$ cat config.mk
export PLATFORM = sky130hd
export DESIGN_NAME = segment_lcd_frame_shifter
export DESIGN_NICKNAME = d
export VERILOG_FILES = /design/src/hdl/slcd_pkg.sv /design/src/hdl/slcd_frame.sv /design/src/hdl/slcd_fr.sv /design/src/hdl/segment_lcd_frame_shifter.sv
export SDC_FILE = /design/constraint.sdc
export NUM_CORES = 1
export LEC_CHECK = 0
export BUFFER_PORTS_ARGS = -buffer_cell sky130_fd_sc_hd__buf_2
export CAP_MARGIN = 30
export CORE_MARGIN = 4
export CORE_UTILIZATION = 40
export DETAILED_ROUTE_END_ITERATION = 7
export PLACE_DENSITY = 0.61
export SYNTH_ARGS = -nofsm -noshare
export SYNTH_HDL_FRONTEND = slang
export SYNTH_SLANG_ARGS = --single-unit
$ cat constraint.sdc
create_clock -name clock -period 4.5 [get_ports clock]
set_clock_uncertainty 0.1 [all_clocks]
set_input_delay 0.9 -clock clock [delete_from_list [all_inputs] [get_ports clock]]
set_output_delay 0.9 -clock clock [all_outputs]
set_load 0.02 [all_outputs]
$ cat src/hdl/slcd_pkg.sv
// Shared constants, command decode type and frame helpers for the segment LCD frame shifter.
package slcd_pkg;

   localparam int PIN_COUNT = 240;
   localparam int POS_W     = $clog2(PIN_COUNT);
   localparam int SEG_W     = 8;
   localparam int MODE_W    = 3;
   localparam int HALF_W    = 16;
   localparam int CSR_W     = 16;
   localparam int CSR_IDX_W = 1;

   localparam logic [MODE_W-1:0] MODE_SET_SEG = 3'd0;
   localparam logic [MODE_W-1:0] MODE_CLR_SEG = 3'd1;
   localparam logic [MODE_W-1:0] MODE_FILL    = 3'd2;
   localparam logic [MODE_W-1:0] MODE_CLEAR   = 3'd3;
   localparam logic [MODE_W-1:0] MODE_FLUSH   = 3'd4;
   localparam logic [MODE_W-1:0] MODE_TICK    = 3'd5;

   localparam logic [CSR_IDX_W-1:0] CSR_DISPLAY_ON = 1'd0;
   localparam logic [CSR_IDX_W-1:0] CSR_FR_HALF    = 1'd1;

   localparam logic [HALF_W-1:0] FR_HALF_RESET = 16'd500;

   // Fill pattern: every segment on, common and unconnected pins low.
   localparam logic [PIN_COUNT-1:0] FILL_MASK = {{(PIN_COUNT-2){1'b1}}, 2'b00};

   localparam logic [POS_W-1:0] LAST_POS = POS_W'(PIN_COUNT - 1);

   typedef struct packed {
      logic             set_seg;
      logic             clr_seg;
      logic             fill;
      logic             clear;
      logic             flush;
      logic             tick;
      logic [SEG_W-1:0] segment;
   } cmd_type;

   typedef struct packed {
      logic serial_data;
      logic shift_strobe;
      logic last_bit;
      logic busy;
   } shift_type;

endpackage

$ cat src/hdl/slcd_frame.sv
// Frame bit store with segment write decode and the serial flush shifter.
module slcd_frame (
   input  logic                 clock,
   input  logic                 reset,
   input  logic                 step,
   input  slcd_pkg::cmd_type    cmd,
   output slcd_pkg::shift_type  shift_out
);

   logic [slcd_pkg::PIN_COUNT-1:0] frame_ff, frame_in;
   logic [slcd_pkg::POS_W-1:0]     pos_ff, pos_in;
   logic                           shifting_ff, shifting_in;
   logic [slcd_pkg::SEG_W:0]       seg_wide;
   logic [slcd_pkg::SEG_W:0]       set_pos_wide;
   logic                           seg_ok;
   logic                           is_last;

   assign seg_wide     = {1'b0, cmd.segment};
   assign seg_ok       = (seg_wide != '0) &&
                         (seg_wide <= (slcd_pkg::SEG_W+1)'(slcd_pkg::PIN_COUNT));
   assign set_pos_wide = (slcd_pkg::SEG_W+1)'(slcd_pkg::PIN_COUNT) - seg_wide;
   assign is_last      = (pos_ff >= slcd_pkg::LAST_POS);

   always_comb begin
      frame_in    = frame_ff;
      pos_in      = pos_ff;
      shifting_in = shifting_ff;
      shift_out   = '0;
      if (step) begin
         if ((cmd.set_seg || cmd.clr_seg) && seg_ok) begin
            frame_in[set_pos_wide[slcd_pkg::POS_W-1:0]] = cmd.set_seg;
            frame_in[1:0] = 2'b00;
         end
         if (cmd.fill) begin
            frame_in = slcd_pkg::FILL_MASK;
         end
         if (cmd.clear) begin
            frame_in = '0;
         end
         if (cmd.flush) begin
            shifting_in = 1'b1;
            pos_in      = '0;
         end
         // Shift one bit per tick; wrap and drop busy after the last pin.
         if (cmd.tick && shifting_ff) begin
            shift_out.serial_data  = frame_ff[pos_ff];
            shift_out.shift_strobe = 1'b1;
            if (is_last) begin
               shift_out.last_bit = 1'b1;
               shifting_in        = 1'b0;
               pos_in             = '0;
            end else begin
               pos_in = pos_ff + 1'b1;
            end
         end
      end
      shift_out.busy = shifting_in;
   end

   always_ff @(posedge clock) begin
      if (reset) begin
         frame_ff    <= '0;
         pos_ff      <= '0;
         shifting_ff <= 1'b0;
      end else begin
         frame_ff    <= frame_in;
         pos_ff      <= pos_in;
         shifting_ff <= shifting_in;
      end
   end

endmodule

$ cat src/hdl/slcd_fr.sv
// Frame reversal square wave timer driven by ticks.
module slcd_fr (
   input  logic                        clock,
   input  logic                        reset,
   input  logic                        tick,
   input  logic                        display_on,
   input  logic                        cfg_clear,
   input  logic [slcd_pkg::HALF_W-1:0] half_period,
   output logic                        fr_level
);

   logic [slcd_pkg::HALF_W-1:0] count_ff, count_in;
   logic                        state_ff, state_in;
   logic [slcd_pkg::HALF_W:0]   count_inc;

   assign count_inc = {1'b0, count_ff} + 1'b1;

   always_comb begin
      count_in = count_ff;
      state_in = state_ff;
      if (cfg_clear) begin
         count_in = '0;
         state_in = 1'b0;
      end else if (tick) begin
         if (display_on) begin
            // Toggle once the half period is reached; zero acts as one.
            if (count_inc >= {1'b0, half_period}) begin
               count_in = '0;
               state_in = !state_ff;
            end else begin
               count_in = count_inc[slcd_pkg::HALF_W-1:0];
            end
         end else begin
            count_in = '0;
            state_in = 1'b0;
         end
      end
   end

   assign fr_level = state_in;

   always_ff @(posedge clock) begin
      if (reset) begin
         count_ff <= '0;
         state_ff <= 1'b0;
      end else begin
         count_ff <= count_in;
         state_ff <= state_in;
      end
   end

endmodule

$ cat src/hdl/segment_lcd_frame_shifter.sv
// Top level of the segment LCD frame shifter: input register, frame and timer, result register.
//
// Each request beat is captured in an input register and processed when the
// result register is free: the frame store, flush shifter and frame reversal
// timer update together and the response beat is loaded into a result
// register. One beat is accepted every cycle while the response side takes
// results. A stall on rsp_ready holds the result register and the input
// register, so req_ready drops only when both are full. Set and clear use
// segment numbers 1..240; pins 0 and 1 (common and unconnected) always read
// zero. Configuration writes land at once and must be made with no beat in
// flight.
module segment_lcd_frame_shifter (
   input  logic                           clock,
   input  logic                           reset,
   input  logic                           req_valid,
   output logic                           req_ready,
   input  logic [slcd_pkg::MODE_W-1:0]    req_mode,
   input  logic [slcd_pkg::SEG_W-1:0]     req_segment,
   input  logic                           req_seg_on,
   output logic                           rsp_valid,
   input  logic                           rsp_ready,
   output logic                           rsp_serial_data,
   output logic                           rsp_shift_strobe,
   output logic                           rsp_last_bit,
   output logic                           rsp_fr_level,
   output logic                           rsp_disp_level,
   output logic                           rsp_busy_res,
   input  logic                           csr_we,
   input  logic [slcd_pkg::CSR_IDX_W-1:0] csr_index,
   input  logic [slcd_pkg::CSR_W-1:0]     csr_wdata
);

   logic                          in_valid_ff;
   logic [slcd_pkg::MODE_W-1:0]   in_mode_ff;
   logic [slcd_pkg::SEG_W-1:0]    in_segment_ff;
   logic                          in_seg_on_ff;
   logic                          out_valid_ff, out_valid_in;
   logic                          out_data_ff, out_strobe_ff, out_last_ff;
   logic                          out_fr_ff, out_disp_ff, out_busy_ff;
   logic                          display_on_ff;
   logic [slcd_pkg::HALF_W-1:0]   half_period_ff;
   logic                          advance;
   logic                          out_free;
   logic                          req_take;
   logic                          fr_clear;
   logic                          fr_level;
   slcd_pkg::cmd_type             cmd;
   slcd_pkg::shift_type           shift_res;

   assign out_free  = !out_valid_ff || rsp_ready;
   assign advance   = in_valid_ff && out_free;
   assign req_ready = !in_valid_ff || out_free;
   assign req_take  = req_valid && req_ready;

   // seg_on rides along for level-style writes; the mode alone selects set or clear.
   always_comb begin
      cmd         = '0;
      cmd.segment = in_segment_ff;
      case (in_mode_ff)
         slcd_pkg::MODE_SET_SEG: cmd.set_seg = 1'b1;
         slcd_pkg::MODE_CLR_SEG: cmd.clr_seg = 1'b1;
         slcd_pkg::MODE_FILL:    cmd.fill    = 1'b1;
         slcd_pkg::MODE_CLEAR:   cmd.clear   = 1'b1;
         slcd_pkg::MODE_FLUSH:   cmd.flush   = 1'b1;
         slcd_pkg::MODE_TICK:    cmd.tick    = 1'b1;
         default:                cmd.segment = in_segment_ff ^ {slcd_pkg::SEG_W{in_seg_on_ff & 1'b0}};
      endcase
   end

   assign fr_clear = csr_we && (csr_index == slcd_pkg::CSR_DISPLAY_ON) && !csr_wdata[0];

   slcd_frame u_frame (
      .clock     (clock),
      .reset     (reset),
      .step      (advance),
      .cmd       (cmd),
      .shift_out (shift_res)
   );

   slcd_fr u_fr (
      .clock       (clock),
      .reset       (reset),
      .tick        (advance && cmd.tick),
      .display_on  (display_on_ff),
      .cfg_clear   (fr_clear),
      .half_period (half_period_ff),
      .fr_level    (fr_level)
   );

   always_comb begin
      out_valid_in = out_valid_ff;
      if (advance) begin
         out_valid_in = 1'b1;
      end else if (rsp_ready) begin
         out_valid_in = 1'b0;
      end
   end

   always_ff @(posedge clock) begin
      if (reset) begin
         in_valid_ff    <= 1'b0;
         out_valid_ff   <= 1'b0;
         display_on_ff  <= 1'b0;
         half_period_ff <= slcd_pkg::FR_HALF_RESET;
      end else begin
         out_valid_ff <= out_valid_in;
         if (req_take) begin
            in_valid_ff <= 1'b1;
         end else if (advance) begin
            in_valid_ff <= 1'b0;
         end
         if (csr_we) begin
            case (csr_index)
               slcd_pkg::CSR_DISPLAY_ON: display_on_ff  <= csr_wdata[0];
               slcd_pkg::CSR_FR_HALF:    half_period_ff <= csr_wdata[slcd_pkg::HALF_W-1:0];
               default:                  display_on_ff  <= display_on_ff;
            endcase
         end
      end
   end

   always_ff @(posedge clock) begin
      if (req_take) begin
         in_mode_ff    <= req_mode;
         in_segment_ff <= req_segment;
         in_seg_on_ff  <= req_seg_on;
      end
      if (advance) begin
         out_data_ff   <= shift_res.serial_data;
         out_strobe_ff <= shift_res.shift_strobe;
         out_last_ff   <= shift_res.last_bit;
         out_busy_ff   <= shift_res.busy;
         out_fr_ff     <= fr_level;
         out_disp_ff   <= display_on_ff;
      end
   end

   assign rsp_valid        = out_valid_ff;
   assign rsp_serial_data  = out_data_ff;
   assign rsp_shift_strobe = out_strobe_ff;
   assign rsp_last_bit     = out_last_ff;
   assign rsp_fr_level     = out_fr_ff;
   assign rsp_disp_level   = out_disp_ff;
   assign rsp_busy_res     = out_busy_ff;

endmodule
# After elaboration in Yosys (flattened, before gate mapping)
# Index checks and enable logic that the tools add are counted.
# Widths: inputs -> output; s select.
# totals
input_bits	34
register_bits	302
output_inout_bits	8
# op_classes
bitwise_logic	1
magnitude_cmp	6
n_addsub	3
muxes	33
n_reduce_logical	27
eq_ne	5
# op_table
operator	count
$mux 240	3
$bwmux 240	1
$mux 16	2
$mux 8	3
$mux 1	21
$lt 8x9->1 const B	2
$add 16x1->17 const B	1
$ge 17x16->1	1
$logic_and 1x1->1	9
$reduce_bool 9->1	1
$add 8x1->8 const B	1
$bmux 1 s8	1
$demux 1 s8	1
$ge 8x1->1 const B	1
$ge 8x8->1 const B	1
$le 8x8->1 const B	1
$reduce_and 2->1	4
$sub 8x8->8 const A	1
$eq 3x2->1 const B	2
$eq 3x3->1 const B	2
$reduce_bool 2->1	3
$logic_not 1->1	4
$eq 3x1->1 const B	1
$logic_not 3->1	1
5 further kinds	7

# Depth between registers and ports, before layout
# Gate-level depths: netlist (run 1).
# logic_depth
ltp_word	9
depth_mapped	13

# Hierarchy
# A second synthesis (run 1) with hierarchy kept.
# unflattened
cells_unflattened	2310
area_unflattened_um2	18213.7
# by_module_without_submodules
module	area_per_inst_um2	cells_each	seq_area_each_um2	instances
slcd_frame	15348.5	2016	4944.7	1
slcd_fr	1493.9	189	340.3	1
segment_lcd_frame_shifter	1371.3	105	890.9	1

# Worst setup path after synthesis (run 1)
# OpenSTA, ideal clock, no wires.
# synth_path
kind	register to register
from	register u_fr.count_ff[0] (netlist bit)
to	register out_fr_ff (netlist: rsp_fr_level) (data pin)
arrival_time_ps	2746
period_less_slack_ps	3110
required_ps	4136
setup_ps	264
path_stages_with_launch	14
path_slack_ps	1390
path_cell_list	dfxtp_1 > ha_1 > and2_1 > clkbuf_1 > nand2_1 > xnor2_1 > ha_1 > and4_1 > a41o_1 > a221oi_1 > nor2b_1 > nor3_1 > mux2i_1 > nor3_1
# synth_via
elab_chain_len	6
# synth_lines
element	line_no	source
start: declaration	slcd_fr.sv:12	logic [slcd_pkg::HALF_W-1:0] count_ff, count_in;
start signal: assignment	slcd_fr.sv:47	count_ff <= count_in;
$add 16x1->17	slcd_fr.sv:16	assign count_inc = {1'b0, count_ff} + 1'b1;
$ge 17x16->1	slcd_fr.sv:27	if (count_inc >= {1'b0, half_period}) begin
$mux 1	slcd_fr.sv:27	
$mux 1	slcd_fr.sv:25	if (display_on) begin
$mux 1	slcd_fr.sv:24	end else if (tick) begin
$mux 1	slcd_fr.sv:21	if (cfg_clear) begin
named net fr_level	segment_lcd_frame_shifter.sv:46	logic fr_level;
end signal: assignment	segment_lcd_frame_shifter.sv:133	out_fr_ff <= fr_level;
end: declaration	segment_lcd_frame_shifter.sv:39	logic out_fr_ff, out_disp_ff, out_busy_ff;
# The timed path passes the listed nets, and every way through them passes these cells.
# A chain may end at the register's enable or synchronous reset.

# Worst setup path after layout (run 1)
# layout_path
from	register u_fr.count_ff[2] (netlist bit)
to	register out_fr_ff (netlist: rsp_fr_level) (data pin)
# The elaborated chain is that of the path after synthesis.

==> results.txt, run 1 <==
outcome -> finished, final reports clean
buffer count from post-CTS setup fixing -> 0
aggregate global-route resource usage -> 0.216
vias per cell -> 5.83
first-pass GRT wire length -> 78,400 um
peak supply drop -> 0.223 mV
Worst Path Arrival -> 3680 ps
Fin. Hold Viols -> 0
initial antenna violation count -> 0
Avg WL per Cell -> 18.7 um
Worst Path Required -> 4660 ps
synth warn -> 0
Placer Congestion -> 0.820
fin worst setup slack -> 985 ps
Max-slew headroom -> 0.286
# H-tree levels -> 2
Final HPWL DP -> 29,400 um
worst-skew pair later-pin latency -> 520 ps
Bufs on Longest Clock Path -> 3
FILL cells -> 3,992
setup slack at placement -> 1010 ps
final wirelength -> 49,300 um
leading area contributor after synthesis -> dfxtp_1
unrepaired setup endpoints after global routing -> false
# resized after CTS -> 0
r2r setup slk -> 990 ps
FF-to-FF Start -> u_fr.count_ff[2]$_SDFFE_PP0P_
DRC -> 0
Post-layout nets -> 2,135
vias in the first global route -> 14,585
worst slew pin tran -> 1070 ps
Pins Over Slew Limit -> 0
worst reg-to-reg path cell count -> 12
Worst setup SP type -> flip-flop
hold_buf cts -> 0
port bufs -> 40
Gate Count Post-Synth -> 2,153
WS Path Type -> reg -> reg
most frequent cell after synthesis -> a21oi_1
FP Rows -> 73
TritonCTS clock tree -> done
clock sinks -> 300
syn avg cell area -> 7.51 um2
largest cells by area after synthesis -> dfxtp_1 (35%), a21oi_1 (15%), o21ai_0 (7.3%), nor2_1 (6.9%), nand2_1 (6.7%)
Synthesized Nets -> 2,205
Design Area, Final -> 0.0179 mm2
Starting Density -> 0.406
worst hold margin -> 357 ps
Layout area overhead -> 10.4%
Die ar. -> 0.0437 mm2
mapped cell area -> 0.0162 mm2
layout cells sized above 1 -> 0.102
Critical Path Source -> u_fr.count_ff[2]$_SDFFE_PP0P_
period utilization -> 0.781
FF/Latch Area -> 0.00618 mm2
Pleak -> 6.05 nW
Pre-Repair DR Iteration Count -> 5
Layout Utilization -> 0.449
Min-Delay Endpoint -> half_period_ff[15]$_SDFFE_PP0P_
CTS buffer count -> 35
Die H -> 209 um
Hold Startpoint -> half_period_ff[15]$_SDFFE_PP0P_
placed instance area -> 0.0167 mm2
Antenna diodes -> 0
Cell variety after synth -> 59
Setup TNS Final -> 0 ps
Async SR Flop Fraction -> 0
largest net degree at the start of global routing -> 192
Yosys reg bits -> 300
total of max-cap violations -> 0
Synth top area share -> 0.350
Worst Hold Depth -> 2
Reg-to-Reg End -> rsp_fr_level$_DFFE_PP_
ANT nets after route -> 0
Clock Pin Slew Worst Setup and Hold Paths -> 60 ps
share of the yosys chip area belonging to registers -> 0.382
Top Ports -> 42
Power Density -> 339 mW/mm2
Main synth FF type -> dfxtp_1
Post-synth top cells -> a21oi_1 (479), nor2_1 (296), nand2_1 (289), dfxtp_1 (283), o21ai_0 (237)
Root Driver -> clkbuf_16
DR iter-0 viols -> 1,546
min cycle time layout -> 3510 ps
multi-input combinational cell area -> 0.00910 mm2
vias -> 15,351
CP Capture Type -> flip-flop
final setup fails -> 0
CP max FO -> 7
total gr overflow -> 0
fmax -> 0.285 GHz
die width -> 209 um
number of flops mapped to enable cells by yosys -> 17
Core Area -> 0.0398 mm2
HP Class -> reg -> reg
per-stage QoR:
| stage | cells | total power, mW |
|---|---|---|
| 2_1_floorplan | 2153 | 3.18 |
| 3_5_place_dp | 2571 | 3.33 |
| 6_report | 2631 | 6.06 |
| 4_1_cts | 2631 | 6.11 |
| 5_1_grt | 2631 | 6.28 |
| 3_3_place_gp | 2567 | 3.31 |
report_power, final:
group	switching, mW	total, mW	internal, mW
Sequential	0.0365	2.76	2.73
Clock	1.14	2.79	1.64
Combinational	0.367	0.514	0.147
Total	1.55	6.06	4.51
worst max-delay path, stage by stage, from the launching register on:
cell,delay (ps)
dfxtp_1,410
and3_1,190
nand3_1,240
nor2_1,200
xor2_1,220
ha_1,280
and4_1,220
a41o_1,240
a221oi_1,280
nor2b_1,120
nor3_1,420
mux2i_1,250
nor3_1,70
cell usage in the layout (no fill, tap or decap), types with 10 or more instances in the layout:
master	n
nor2b_1	17
nand2b_1	12
xor2_1	10
nand3_1	18
clkbuf_8	10
mux2i_1	59
a22o_1	16
inv_1	21
ha_1	18
edfxtp_1	17
o21ai_0	237
nor2_1	293
buf_4	43
nand2_1	289
nor3_1	15
a22oi_1	11
a21oi_1	479
buf_2	39
clkbuf_16	37
mux4_2	39
dfxtp_1	281
flip-flops by register name, summed over array words and instances, names as in the netlist:
signal,flops
rsp_shift_strobe,1
rsp_valid,1
rsp_serial_data,1
u_frame.shifting_ff,1
display_on_ff,1
u_fr.count_ff,16
half_period_ff,16
in_segment_ff,8
rsp_disp_level,1
u_fr.state_ff,1
rsp_last_bit,1
u_frame.frame_ff,238
u_frame.pos_ff,8
in_mode_ff,3
in_valid_ff,1
rsp_busy_res,1
rsp_fr_level,1
cell families (layout without fill, tap and decap cells):
| family | Yosys count | in the layout | synth area share |
|---|---|---|---|
| AOI/OAI and AO/OA | 788 | 788 | 0.257 |
| xor gates and xnor gates | 18 | 18 | 0.0109 |
| adders and majority gates | 18 | 18 | 0.0139 |
| buffers and inverters | 222 | 175 | 0.0599 |
| DFF | 300 | 300 | 0.382 |
| muxes | 100 | 100 | 0.0922 |
| and+or+nand+nor | 707 | 707 | 0.184 |
layout make-up:
cell class / instances / area share
inverter: 21 / 0.00441
clock buffer: 51 / 0.0598
timing repair buffer: 94 / 0.0408
sequential: 300 / 0.346
tap: 525 / 0.0368
clock inverter: 9 / 0.00273
multi-input combinational: 1631 / 0.509
per-layer routing:
metal  share of wire  vias up  global-route usage
li1                -     7353                   -
met1            0.44     7387               0.296
met2            0.47      532               0.353
met3           0.068       79              0.0356
met4           0.023        0              0.0635
met5               0        -                   0
how the worst max path moves through the flow:
stage / endpoint / slack, ps
after floorplan: rsp_fr_level$_DFFE_PP_ / 1390
after global routing: rsp_fr_level$_DFFE_PP_ / 640
after detailed placement: rsp_fr_level$_DFFE_PP_ / 1010
after global placement: rsp_fr_level$_DFFE_PP_ / 1050
after CTS: rsp_fr_level$_DFFE_PP_ / 1010
final: rsp_fr_level$_DFFE_PP_ / 990
(Power assumes the default switching activity.)
==> run 2, diff against run 1 <==
Clock period 4.5 ns to 3.6 ns, I/O delays scaled along.
==> run 2 against run 1 <==
Compared with the run above: sequential power rose by 25%; combinational power rose by 26%; non-clock buffer count rose by 15; global-route usage fell by 0.14 points; clock-buffer cell count did not move; via count rose by 0.14%; largest power group unchanged.
==> results.txt, run 2 (synthesis results as in run 1) <==
clock sinks -> 300
Die ar. -> 0.0437 mm2
worst slew pin tran -> 996 ps
period utilization -> 0.915
layout cells sized above 1 -> 0.108
Top Registers -> u_frame.frame_ff: 238 flops, half_period_ff: 16 flops, u_fr.count_ff: 16 flops
total gr overflow -> 0
vias -> 15,372
port bufs -> 40
largest net degree at the start of global routing -> 186
Worst Path Required -> 3960 ps
Layout area overhead -> 11.3%
FP Rows -> 73
most common cell after layout, fill and taps aside -> a21oi_1
unrepaired setup endpoints after global routing -> false
Pins Over Slew Limit -> 0
aggregate global-route resource usage -> 0.214
DR iter-0 viols -> 1,716
Power Density -> 421 mW/mm2
Antenna diodes -> 0
vias in the first global route -> 14,328
# resized after CTS -> 0
leading cell types in the layout, fill and taps excluded -> a21oi_1 (479), nor2_1 (295), nand2_1 (289)
Die H -> 209 um
Layout Cells excl Fill -> 2,647
Clock Pin Slew Worst Setup and Hold Paths -> 60 ps
TritonCTS clock tree -> done
Fin. Hold Viols -> 0
CP max FO -> 6
final setup fails -> 0
HP Class -> in -> reg
Avg WL per Cell -> 18.5 um
Setup TNS Final -> 0 ps
CTS buffer count -> 35
first-pass GRT wire length -> 78,000 um
vias per cell -> 5.81
Core Area -> 0.0398 mm2
hold_buf cts -> 0
placed insts -> 2,586
Bufs on Longest Clock Path -> 3
die width -> 209 um
# H-tree levels -> 2
buffer count from post-CTS setup fixing -> 0
DRC -> 0
WS Path Type -> reg -> reg
placed instance area -> 0.0169 mm2
largest register by flop count -> u_frame.frame_ff
Placer Congestion -> 0.815
Root Driver -> clkbuf_16
final wirelength -> 48,800 um
Worst setup SP type -> flip-flop
Final HPWL DP -> 29,100 um
Pre-Repair DR Iteration Count -> 5
worst-skew pair later-pin latency -> 530 ps
initial antenna violation count -> 0
CP Capture Type -> flip-flop
Top Ports -> 42
Post-layout nets -> 2,150
max reg flops -> 238
min cycle time layout -> 3290 ps
Max-slew headroom -> 0.336
ANT nets after route -> 0
Design Area, Final -> 0.0180 mm2
outcome -> finished, final reports clean
peak supply drop -> 0.282 mV
fmax -> 0.304 GHz
total of max-cap violations -> 0
Worst Path Arrival -> 3660 ps
Pleak -> 6.12 nW
Starting Density -> 0.406
FILL cells -> 4,003
-- run 2: cell types whose count changed in the layout (fill, tap and decap cells not counted), sizes merged --
cell    before  now
clkinv       9    6
buf         93  108
bufinv       0    1
inv         21   24
-- run 2: cell type report --
type	instances	area (um2)	area share
well taps	525	657	0.0365
clock inverters	10	86.3	0.00480
inverters	21	78.8	0.00438
flip-flops and latches	300	6180	0.344
repair buffers	109	877	0.0487
clock buffers	51	1030	0.0570
multi-input cells	1631	9090	0.505
-- run 2: metal layers --
layer | GRT usage | vias up | share of wire
met5 | 0 | - | 0
met4 | 0.0592 | 0 | 0.025
met3 | 0.0276 | 90 | 0.060
met2 | 0.350 | 491 | 0.47
met1 | 0.301 | 7391 | 0.45
li1 | - | 7400 | -
-- run 2: worst paths after layout --
check | startpoint | endpoint | slack, ps | cells past startpoint
worst max-delay path | u_fr.count_ff[5]$_SDFFE_PP0P_ | u_fr.state_ff$_SDFF_PP0_ | 310 | 13
worst min-delay path | req_segment[6] | in_segment_ff[6]$_DFFE_PP_ | 260 | 1
worst max register to register | u_fr.count_ff[5]$_SDFFE_PP0P_ | u_fr.state_ff$_SDFF_PP0_ | 310 | 13
worst min register to register | half_period_ff[11]$_SDFFE_PP0P_ | half_period_ff[11]$_SDFFE_PP0P_ | 360 | 2
-- run 2: critical path, stage by stage (launching register included) --
cell	delay, ps
dfxtp_1	400
and3_1	220
and3_1	220
nand4_1	190
nor3_1	290
xor2_1	130
ha_1	310
and3_1	190
nand3_1	80
a31oi_1	260
nor3_1	100
buf_4	160
or4b_1	490
nand3_1	90
-- run 2: per-stage QoR --
stage / worst slack, ps / hold slack [ps] / total power, mW / utilization
after floorplan: 490 / 336 / 3.97 / -
after global placement: 236 / 345 / 4.14 / 0.424
after detailed placement: 263 / 351 / 4.16 / 0.424
after CTS: 241 / 240 / 7.66 / 0.452
after global routing: 9.38 / 243 / 7.85 / 0.452
final: 307 / 263 / 7.58 / 0.452
-- run 2: power by group --
part,switching (mW),internal [mW]
clock,1.43,2.05
sequential,0.0460,3.41
combinational,0.458,0.189
==> run 3, diff against run 2 <==
Settings changed: CORE_ASPECT_RATIO from default to 0.6.
Clock period 3.6 ns to 3.5 ns, I/O delays scaled along.
==> run 3 against run 2 <==
Compared with the run above: clock power is 5% higher; design area is 0.27% higher; clock-buffer cell count is 15 lower; critical endpoint is now u_fr.count_ff[2]$_SDFFE_PP0P_.
==> results.txt, run 3 (synthesis results as in run 1) <==
Power Density -> 437 mW/mm2
Layout Cells excl Fill -> 2,649
Post-layout nets -> 2,156
slowest CP cell -> or4_1
Placer Congestion -> 0.877
TritonCTS clock tree -> done
final setup fails -> 0
FF/Latch Area -> 0.00619 mm2
die width -> 268 um
vias -> 15,818
Bufs on Longest Clock Path -> 3
Top Ports -> 42
Worst setup SP type -> flip-flop
hold_buf cts -> 0
max reg flops -> 238
leading cell types in the layout, fill and taps excluded -> a21oi_1 (479), nor2_1 (294), nand2_1 (289)
met1 usage -> 0.352
vias per cell -> 5.97
WS Path Type -> reg -> reg
Die H -> 164 um
Top Registers -> u_frame.frame_ff: 238 flops, half_period_ff: 16 flops, u_fr.count_ff: 16 flops
layout cells sized above 1 -> 0.118
setup slack at placement -> 55.5 ps
fin worst setup slack -> 240 ps
total of max-cap violations -> 0
Die ar. -> 0.0438 mm2
largest net degree at the start of global routing -> 189
initial antenna violation count -> 0
Core Area -> 0.0395 mm2
Root Driver -> clkbuf_16
period utilization -> 0.931
Layout Utilization -> 0.457
CP Capture Type -> flip-flop
min cycle time layout -> 3260 ps
multi-input combinational cell area -> 0.00913 mm2
most common cell after layout, fill and taps aside -> a21oi_1
vias in the first global route -> 14,297
Pleak -> 6.15 nW
delay-heaviest family, CP -> simple AND/OR/NAND/NOR gates
global route hottest layer -> met1
Final HPWL DP -> 32,000 um
largest register by flop count -> u_frame.frame_ff
Layout area overhead -> 11.6%
Starting Density -> 0.409
FP Rows -> 56
ANT nets after route -> 0
clock sinks -> 300
Pins Over Slew Limit -> 0
FILL cells -> 3,846
Worst Path Arrival -> 3670 ps
GR Util met2 -> 0.324
CP max FO -> 5
fmax -> 0.307 GHz
CTS buffer count -> 29
first-pass GRT wire length -> 80,800 um
total gr overflow -> 0
placed insts -> 2,593
Fin. Hold Viols -> 0
Clock Pin Slew Worst Setup and Hold Paths -> 60 ps
worst-skew pair later-pin latency -> 580 ps
Avg WL per Cell -> 19.9 um
# H-tree levels -> 1
unrepaired setup endpoints after global routing -> false
DR iter-0 viols -> 1,872
CP Cell Sequence -> and3_1 -> nand3_2 -> nor2_1 -> xor2_1 -> ha_1 -> and4_1 -> a41o_1 -> a221oi_1 -> nor2b_1 -> or4_1 -> a21oi_1 -> a21o_1
final wirelength -> 52,700 um
Pre-Repair DR Iteration Count -> 5
worst slew pin tran -> 1120 ps
HP Class -> in -> reg
port bufs -> 40
outcome -> finished, final reports clean
Critical path buffers and inverters -> 0
Worst Path Required -> 3910 ps
Antenna diodes -> 0
DRC -> 0
worst hold margin -> 194 ps
grt met3 use -> 0.0543
aggregate global-route resource usage -> 0.230
Worst path max stage delay -> 600 ps
peak supply drop -> 0.291 mV
Max-slew headroom -> 0.250
Setup TNS Final -> 0 ps
==> run 3: cell count changes in the layout (fill, tap and decap cells not counted), moves of 2 or more <==
cell	previous run	this run
bufinv_16	1	8
buf_6	0	2
buf_4	57	72
dfxtp_1	280	275
dfxtp_2	1	6
inv_6	3	1
clkbuf_8	10	4
clkbuf_1	7	4
clkbuf_16	35	29
and3_1	8	6
buf_12	12	7
==> run 3: cell type report <==
cell class | count | area share
Sequential cell | 300 | 0.343
Inverter | 21 | 0.00437
Tap cell | 522 | 0.0362
Clock inverter | 18 | 0.0171
Multi-Input combinational cell | 1631 | 0.506
Timing Repair Buffer | 121 | 0.0505
Clock buffer | 36 | 0.0433
==> run 3: power breakdown <==
| part | leakage (nW) | internal, mW | switching [mW] | total [mW] |
|---|---|---|---|---|
| Sequential | 2.46 | 3.50 | 0.0437 | 3.54 |
| Combinational | 3.16 | 0.191 | 0.490 | 0.681 |
| Clock | 0.536 | 2.18 | 1.48 | 3.66 |
==> run 3: stage by stage <==
step | instance area, um2 | power [mW]
after CTS | 18000 | 7.93
final | 18100 | 7.89
after detailed placement | 16900 | 4.29
after global routing | 18100 | 8.15
after floorplan | 16200 | 4.08
after global placement | 16900 | 4.26
==> run 3: worst paths after layout <==
check / end / cells past startpoint / slack (ps) / start
setup / recovery: u_fr.count_ff[2]$_SDFFE_PP0P_ / 12 / 240 / u_fr.count_ff[4]$_SDFFE_PP0P_
setup reg to reg: u_fr.count_ff[2]$_SDFFE_PP0P_ / 12 / 240 / u_fr.count_ff[4]$_SDFFE_PP0P_
hold / removal: in_mode_ff[2]$_DFFE_PP_ / 1 / 190 / req_mode[2]
hold reg to reg: half_period_ff[15]$_SDFFE_PP0P_ / 2 / 360 / half_period_ff[15]$_SDFFE_PP0P_
==> run 3: layer usage <==
metal  part of all wire  up-vias
met5                  0        -
met4              0.024        0
met3              0.095       99
met2               0.41      646
met1               0.47     7662
li1                   -     7411
==> run 3: timing repair <==
action | CTS | global route
endpoints found under the setup margin | 0 | 18
gates resized for setup | 0 | 18
setup buffers | 0 | 2
